File: src/sv/hcbd_pkg.sv
// ----------------------------------------------------------------------------
// hcbd_pkg
// Shared types and constants for the chunked body decoder: character codes,
// status and error codes, register indexes and the result record.
// ----------------------------------------------------------------------------
package hcbd_pkg;

	// Character codes
	localparam logic [7:0] CH_CR = 8'h0D;
	localparam logic [7:0] CH_LF = 8'h0A;

	// Configuration register indexes
	localparam int unsigned CFG_IDX_BITS = 2;
	localparam logic [CFG_IDX_BITS-1:0] CFG_MAX_LINE  = 2'd0;
	localparam logic [CFG_IDX_BITS-1:0] CFG_ODD_CHECK = 2'd1;

	// Register reset values
	localparam logic [7:0] MAX_LINE_RESET  = 8'd100;
	localparam logic       ODD_CHECK_RESET = 1'b0;

	// Status codes
	typedef enum logic [1:0] {
		ST_BUSY  = 2'd0,
		ST_DONE  = 2'd1,
		ST_ERROR = 2'd2
	} hcbd_status_t;

	// Error kinds
	typedef enum logic [2:0] {
		ERR_NONE      = 3'd0,
		ERR_LINE_LONG = 3'd1,
		ERR_ODD_LINE  = 3'd2,
		ERR_BAD_TERM  = 3'd3,
		ERR_AFTER_END = 3'd4,
		ERR_OVERFLOW  = 3'd5
	} hcbd_err_t;

	// One result beat
	typedef struct packed {
		logic [7:0]   payload_byte;
		logic         payload_valid;
		logic         chunk_last;
		hcbd_status_t status;
		hcbd_err_t    error_kind;
	} hcbd_result_t;

	// Decode a hex character: bit 4 set when valid, bits 3:0 the digit
	function automatic logic [4:0] hex_decode(input logic [7:0] c);
		logic [4:0] r;
		r = 5'd0;
		if (c >= 8'h30 && c <= 8'h39) begin
			r = {1'b1, 4'(c - 8'h30)};
		end else if (c >= 8'h61 && c <= 8'h66) begin
			r = {1'b1, 4'(c - 8'h57)};
		end else if (c >= 8'h41 && c <= 8'h46) begin
			r = {1'b1, 4'(c - 8'h37)};
		end
		return r;
	endfunction

endpackage

File: src/sv/hcbd_core.sv
// ----------------------------------------------------------------------------
// hcbd_core
// Per-byte decoder state machine. Holds the phase, size accumulator, data
// down counter, line counter and configuration registers, and works out the
// result of each accepted byte combinationally.
// ----------------------------------------------------------------------------
module hcbd_core #(
	parameter int unsigned SIZE_BITS = 32
) (
	input  logic                                clk,
	input  logic                                arst_n,
	input  logic                                cfg_wr_en,
	input  logic [hcbd_pkg::CFG_IDX_BITS-1:0]   cfg_index,
	input  logic [7:0]                          cfg_data,
	input  logic                                step,
	input  logic [7:0]                          in_byte,
	input  logic                                restart,
	output hcbd_pkg::hcbd_result_t              res
);
	import hcbd_pkg::*;

	typedef enum logic [2:0] {
		PH_SIZE,
		PH_DATA,
		PH_TERM_CR,
		PH_TERM_LF,
		PH_END_CR,
		PH_END_LF,
		PH_DONE,
		PH_ERROR
	} phase_t;

	phase_t               phase_q, cur_phase, nxt_phase;
	logic [SIZE_BITS-1:0] chunk_len_q, cur_len, nxt_len;
	logic [SIZE_BITS-1:0] bytes_left_q, cur_left, nxt_left;
	logic [7:0]           line_count_q, cur_count, nxt_count;
	logic                 pending_cr_q, cur_pend, nxt_pend;
	logic                 digits_ended_q, cur_dig, nxt_dig;
	hcbd_err_t            saved_err_q, cur_err, nxt_err;
	logic [7:0]           max_line_q;
	logic                 odd_check_q;
	logic [4:0]           hex;

	// Restart clears the state before this byte is looked at
	always_comb begin
		if (restart) begin
			cur_phase = PH_SIZE;
			cur_len   = '0;
			cur_left  = '0;
			cur_count = '0;
			cur_pend  = 1'b0;
			cur_dig   = 1'b0;
			cur_err   = ERR_NONE;
		end else begin
			cur_phase = phase_q;
			cur_len   = chunk_len_q;
			cur_left  = bytes_left_q;
			cur_count = line_count_q;
			cur_pend  = pending_cr_q;
			cur_dig   = digits_ended_q;
			cur_err   = saved_err_q;
		end
	end

	assign hex = hex_decode(in_byte);

	// Advance the state machine by one byte
	always_comb begin
		nxt_phase = cur_phase;
		nxt_len   = cur_len;
		nxt_left  = cur_left;
		nxt_count = cur_count;
		nxt_pend  = cur_pend;
		nxt_dig   = cur_dig;
		nxt_err   = cur_err;
		res       = '{payload_byte: 8'd0, payload_valid: 1'b0, chunk_last: 1'b0,
		              status: ST_BUSY, error_kind: ERR_NONE};
		case (cur_phase)
			PH_SIZE: begin
				if (cur_pend && in_byte == CH_LF) begin
					// count includes the CR, so an odd text length has an even count
					if (odd_check_q && !cur_count[0]) begin
						nxt_phase = PH_ERROR;
						nxt_err   = ERR_ODD_LINE;
					end else begin
						nxt_count = '0;
						nxt_pend  = 1'b0;
						nxt_dig   = 1'b0;
						if (cur_len == '0) begin
							nxt_phase = PH_END_CR;
						end else begin
							nxt_left  = cur_len;
							nxt_phase = PH_DATA;
						end
					end
				end else begin
					nxt_pend = 1'b0;
					if (cur_count >= max_line_q) begin
						nxt_phase = PH_ERROR;
						nxt_err   = ERR_LINE_LONG;
					end else begin
						nxt_count = cur_count + 8'd1;
						if (in_byte == CH_CR) begin
							nxt_pend = 1'b1;
							nxt_dig  = 1'b1;
						end else if (!cur_dig) begin
							if (!hex[4]) begin
								nxt_dig = 1'b1;
							end else if (cur_len[SIZE_BITS-1 -: 4] != 4'd0) begin
								nxt_phase = PH_ERROR;
								nxt_err   = ERR_OVERFLOW;
							end else begin
								nxt_len = {cur_len[SIZE_BITS-5:0], hex[3:0]};
							end
						end
					end
				end
			end
			PH_DATA: begin
				res.payload_byte  = in_byte;
				res.payload_valid = 1'b1;
				nxt_left = cur_left - SIZE_BITS'(1);
				if (cur_left == SIZE_BITS'(1)) begin
					res.chunk_last = 1'b1;
					nxt_phase      = PH_TERM_CR;
				end
			end
			PH_TERM_CR: begin
				if (in_byte == CH_CR) begin
					nxt_phase = PH_TERM_LF;
				end else begin
					nxt_phase = PH_ERROR;
					nxt_err   = ERR_BAD_TERM;
				end
			end
			PH_TERM_LF: begin
				if (in_byte == CH_LF) begin
					nxt_phase = PH_SIZE;
					nxt_len   = '0;
					nxt_count = '0;
					nxt_pend  = 1'b0;
					nxt_dig   = 1'b0;
				end else begin
					nxt_phase = PH_ERROR;
					nxt_err   = ERR_BAD_TERM;
				end
			end
			PH_END_CR: begin
				if (in_byte == CH_CR) begin
					nxt_phase = PH_END_LF;
				end else begin
					nxt_phase = PH_ERROR;
					nxt_err   = ERR_BAD_TERM;
				end
			end
			PH_END_LF: begin
				if (in_byte == CH_LF) begin
					nxt_phase  = PH_DONE;
					res.status = ST_DONE;
				end else begin
					nxt_phase = PH_ERROR;
					nxt_err   = ERR_BAD_TERM;
				end
			end
			PH_DONE: begin
				nxt_phase = PH_ERROR;
				nxt_err   = ERR_AFTER_END;
			end
			default: begin
			end
		endcase

		// Error answers override everything else
		if (nxt_phase == PH_ERROR) begin
			res = '{payload_byte: 8'd0, payload_valid: 1'b0, chunk_last: 1'b0,
			        status: ST_ERROR, error_kind: nxt_err};
		end
	end

	// Hold state and configuration; update on each accepted byte
	always_ff @(posedge clk or negedge arst_n) begin
		if (!arst_n) begin
			phase_q        <= PH_SIZE;
			chunk_len_q    <= '0;
			bytes_left_q   <= '0;
			line_count_q   <= '0;
			pending_cr_q   <= 1'b0;
			digits_ended_q <= 1'b0;
			saved_err_q    <= ERR_NONE;
			max_line_q     <= MAX_LINE_RESET;
			odd_check_q    <= ODD_CHECK_RESET;
		end else begin
			if (cfg_wr_en) begin
				if (cfg_index == CFG_MAX_LINE) begin
					max_line_q <= cfg_data;
				end else if (cfg_index == CFG_ODD_CHECK) begin
					odd_check_q <= cfg_data[0];
				end
			end
			if (step) begin
				phase_q        <= nxt_phase;
				chunk_len_q    <= nxt_len;
				bytes_left_q   <= nxt_left;
				line_count_q   <= nxt_count;
				pending_cr_q   <= nxt_pend;
				digits_ended_q <= nxt_dig;
				saved_err_q    <= nxt_err;
			end
		end
	end

endmodule

File: src/sv/hcbd_out_buf.sv
// ----------------------------------------------------------------------------
// hcbd_out_buf
// Result register with one skid entry, so the input side keeps taking beats
// while a finished result waits on the output side.
// ----------------------------------------------------------------------------
module hcbd_out_buf (
	input  logic                   clk,
	input  logic                   arst_n,
	input  logic                   push,
	input  hcbd_pkg::hcbd_result_t push_data,
	output logic                   full,
	output logic                   out_valid,
	input  logic                   out_stall,
	output hcbd_pkg::hcbd_result_t out_data
);
	import hcbd_pkg::*;

	logic         main_valid_q, skid_valid_q;
	hcbd_result_t main_q, skid_q;
	logic         take;

	assign take      = main_valid_q && !out_stall;
	assign out_valid = main_valid_q;
	assign out_data  = main_q;
	assign full      = skid_valid_q;

	// Control: drain the skid entry first, then fill main or skid
	always_ff @(posedge clk or negedge arst_n) begin
		if (!arst_n) begin
			main_valid_q <= 1'b0;
			skid_valid_q <= 1'b0;
		end else if (skid_valid_q) begin
			if (take) begin
				skid_valid_q <= 1'b0;
			end
		end else if (push) begin
			if (main_valid_q && !take) begin
				skid_valid_q <= 1'b1;
			end else begin
				main_valid_q <= 1'b1;
			end
		end else if (take) begin
			main_valid_q <= 1'b0;
		end
	end

	// Payload: no reset needed
	always_ff @(posedge clk) begin
		if (skid_valid_q) begin
			if (take) begin
				main_q <= skid_q;
			end
		end else if (push) begin
			if (main_valid_q && !take) begin
				skid_q <= push_data;
			end else begin
				main_q <= push_data;
			end
		end
	end

endmodule

File: src/sv/http_chunked_body_decoder.sv
// ----------------------------------------------------------------------------
// http_chunked_body_decoder
// Decodes an HTTP/1.1 chunked transfer coded body, one byte per beat.
// ----------------------------------------------------------------------------
// The decoder takes one body byte per clock while in_stall is low and
// returns exactly one registered result beat per input byte. The per-byte
// state machine and the hex shift-add size accumulator are combinational,
// so sustained throughput is one byte per cycle when not stalled; a result
// register plus one skid entry keep the input open while the output side
// stalls, and in_stall rises only when both are occupied. Errors are sticky
// until a byte arrives with restart set. Configuration writes take effect
// at once and are meant to be issued only while no byte is in flight.
module http_chunked_body_decoder #(
	parameter int unsigned SIZE_BITS = 32
) (
	input  logic                              clk,
	input  logic                              arst_n,
	input  logic                              cfg_wr_en,
	input  logic [hcbd_pkg::CFG_IDX_BITS-1:0] cfg_index,
	input  logic [7:0]                        cfg_data,
	input  logic                              in_valid,
	output logic                              in_stall,
	input  logic [7:0]                        in_byte,
	input  logic                              restart,
	output logic                              out_valid,
	input  logic                              out_stall,
	output logic [7:0]                        payload_byte,
	output logic                              payload_valid,
	output logic                              chunk_last,
	output logic [1:0]                        status,
	output logic [2:0]                        error_kind
);
	import hcbd_pkg::*;

	logic         step;
	logic         buf_full;
	hcbd_result_t step_res;
	hcbd_result_t out_res;

	// Accept a byte whenever the output side has room
	assign in_stall = buf_full;
	assign step     = in_valid && !buf_full;

	hcbd_core #(
		.SIZE_BITS (SIZE_BITS)
	) u_core (
		.clk       (clk),
		.arst_n    (arst_n),
		.cfg_wr_en (cfg_wr_en),
		.cfg_index (cfg_index),
		.cfg_data  (cfg_data),
		.step      (step),
		.in_byte   (in_byte),
		.restart   (restart),
		.res       (step_res)
	);

	hcbd_out_buf u_out_buf (
		.clk       (clk),
		.arst_n    (arst_n),
		.push      (step),
		.push_data (step_res),
		.full      (buf_full),
		.out_valid (out_valid),
		.out_stall (out_stall),
		.out_data  (out_res)
	);

	// Unpack the result beat onto its ports
	assign payload_byte  = out_res.payload_byte;
	assign payload_valid = out_res.payload_valid;
	assign chunk_last    = out_res.chunk_last;
	assign status        = out_res.status;
	assign error_kind    = out_res.error_kind;

endmodule

File: config.mk
export PLATFORM = sky130hd
export DESIGN_NAME = http_chunked_body_decoder
export DESIGN_NICKNAME = d
export VERILOG_FILES = /design/src/sv/hcbd_pkg.sv /design/src/sv/hcbd_core.sv /design/src/sv/hcbd_out_buf.sv /design/src/sv/http_chunked_body_decoder.sv
export SDC_FILE = /design/constraint.sdc
export NUM_CORES = 1
export LEC_CHECK = 0
export ABC_AREA = 1
export CAP_MARGIN = 0
export CORE_UTILIZATION = 60
export CTS_CLUSTER_SIZE = 28
export DETAILED_ROUTE_END_ITERATION = 10
export DONT_BUFFER_PORTS = 1
export PLACE_DENSITY_LB_ADDON = 0.08
export SLEW_MARGIN = 20
export SYNTH_ARGS = -nofsm -noshare
export SYNTH_HDL_FRONTEND = slang
export SYNTH_SLANG_ARGS = --single-unit
File: constraint.sdc
create_clock -name clk -period 5.03 [get_ports clk]
set_input_delay 1.006 -clock clk [delete_from_list [all_inputs] [get_ports clk]]
set_output_delay 1.006 -clock clk [all_outputs]
set_load 0.1 [all_outputs]
==> reports/qor.csv <==
metric,value,unit
outcome,finished with violations,
violations,DRC,
first_pass_iters,11,
p_leak,4.97,nW
grt_pass1_wl,42100,µm
io_buffer_count,0,
remaining_drc_errors,3,
root_buffer,clkbuf_16,
combPwrFrac,44.9,%
r2r_setup_slack,1.99,ns
drive_above_1_share,6.45,%
p_sw_share,50.0,%
path_clk_slew,0.06,ns
insertion_delay,0.43,ns
final.setup.worst_slack,1.73,ns
critPathMaxFanout,35,
design_area,0.00974,mm²
dp_hpwl,17200,µm
avgRoutedWirePerCell,16.4,µm
worst_setup_path_start_kind,input pin,
syn_area_per_cell,6.46,µm²
timing.fmax,0.303,GHz
rsz0062_at_grt,false,
layout_commonest_cell,nand2_1,
fin_util,66.2,%
die_area,0.0157,mm²
die-height,125,µm
worstPathRequired,5.35,ns
cts_buffers,17,
p_seq_share,34.5,%
cts_setup_buffers,0,
hold_viol_final,0,
grtUsageTotal,33.6,%
maxCapViolCount,0,
nets,1421,
pre_cts_ws,1.37,ns
cts_resized,0,
async_flop_share,75.2,%
diodes,0,
crit_type,input pin to register,
grt-ovfl-total,0,
die_w,125,µm
finalPower,6.05,mW
irDropWorstVdd,0.368,mV
clock_path_buffers,2,
layout_common_cells,"nand2_1, nor2_1, inv_1, a21oi_1, nand3_1",
core_area,0.0147,mm²
synth.yosys.warnings,0,
final_cells,1579,
clock_skew,0.00984,ns
grt_max_degree,92,
placement.cell_area,0.00915,mm²
area_delta_synth_final,6.52,%
worst_ep_arrival_time,3.63,ns
cts.sinks,121,
dp.cells,1547,
row_count,44,
finalWirelength,25900,µm
final.period_utilization,65.7,%
ys_seq_elements,121,
finalSetupTns,0,ns
ys_seq_area_share,34.8,%
crit_path_start,restart,
h-tree-depth,4,
start_util,62.2,%
reg2reg_from,u_core.phase_q[2],
syn_inst,1414,
report.final.setup_viol,0,
p_per_area,622,mW/mm²
worst_pin_slew,1.03,ns
antenna_found_initial,0,
r2r_cells,12,
power.internal,3.03,mW
place_congestion,0.885,
ant_nets,0,
grt_pass1_vias,8392,
cp-end-kind,register,
timing.rr.end,u_out_buf.out_data[3],
tritoncts,yes,
synth_cell_types,42,
via_count,9458,
finalHoldWorstSlack,0.273,ns
synth-edff-count,30,
drv_slew,0,
p_switching,3.03,mW
synth_area,0.00914,mm²
vias_per_cell,5.99,
ctsHoldBuffers,0,
boundaryPins,41,
synth_fp_nets,1453,
period_minus_slack,3.30,ns
pwr-share-clk,20.6,%
drtIter0Drc,938,
slew_headroom,31.5,%
hold_path_class,input pin to async pin,
synthFlopType,dfrtp_1,
-- area by class of cell --
cell class,count,area (µm²)
clock buffers,17,425
clock inverters,15,165
fillers,1337,4960
inverters,174,656
multi-input cells,1053,4960
flip-flops and latches,121,3180
well taps,184,230
repair buffers,15,113
-- power by group through the flow --
| stage | Sequential [mW] | Combinational [mW] | Clock (mW) |
|---|---|---|---|
| floorplan | 2.05 | 2.04 | 0 |
| global placement | 2.09 | 2.59 | 0 |
| detailed placement | 2.09 | 2.64 | 0 |
| CTS | 2.08 | 2.66 | 1.25 |
| global route | 2.13 | 3.04 | 1.29 |
| finish | 2.09 | 2.72 | 1.25 |
-- state kept, by name, summed over array words and instances (netlist names) --
register and flops:
u_core.phase_q 3, u_core.digits_ended_q 1, u_core.bytes_left_q 32, u_core.chunk_len_q 32
u_out_buf.out_data 15, u_out_buf.out_valid 1, u_core.line_count_q 8, u_core.odd_check_q 1
u_out_buf.skid_q 15, u_out_buf.full 1, u_core.saved_err_q 3, u_core.pending_cr_q 1
u_core.max_line_q 8
-- synthesized netlist by cell type, types with 9 or more instances --
master,instances,area share [%]
o21ai_0,96,5.3
a31oi_1,19,1.3
nand3_1,101,5.5
nor3_1,9,0.49
a22oi_1,11,0.90
inv_1,169,6.9
a21oi_1,125,6.8
buf_2,10,0.55
nor2_1,181,7.4
o22ai_1,14,0.96
edfxtp_1,30,9.9
nand4_1,18,1.2
nand2_2,10,0.68
dfrtp_1,88,24
ha_1,15,2.1
nand2_1,382,16
clkbuf_1,35,1.4
o211ai_1,20,1.6
-- routing by layer --
metal  track usage, %  vias up  part of all wire [%]  wire length [µm]
met3             5.43       66                   9.6              2480
met2             51.2      512                    44             11400
li1                 -     4565                     -                 -
met1             47.6     4315                    44             11300
met5                0        -                     0                 0
met4             13.5        0                   2.6               668
-- worst max-delay path, cell delays in order --
cell,delay (ns)
inv_4,0.29
buf_4,0.47
nand2_1,0.21
nand2_1,0.11
nor2_1,0.04
nand2_1,0.06
nor2_1,0.04
nand2_1,0.12
nand3_2,0.41
inv_2,0.43
nand2_1,0.09
nand3_1,0.07
nand2_1,0.04
o21ai_0,0.15
inv_1,0.05
-- kinds of logic after synthesis --
family | share of synthesized area, %
AND/OR/NAND/NOR | 33.5
AO/OA/AOI/OAI | 18.3
buffers and inverters | 10.9
flip-flops | 34.8
adder cells (fa/ha/maj) | 2.05
XOR/XNOR | 0.479
-- how the worst max path moves through the flow --
stage | endpoint | depth (start not counted)
2_1_floorplan | u_out_buf.skid_q[1] | 14
3_3_place_gp | u_core.bytes_left_q[20] | 15
3_5_place_dp | u_core.bytes_left_q[20] | 15
4_1_cts | u_core.bytes_left_q[20] | 15
5_1_grt | u_core.chunk_len_q[26] | 15
6_report | u_core.bytes_left_q[20] | 15
Power figures use the tool's default switching activity.
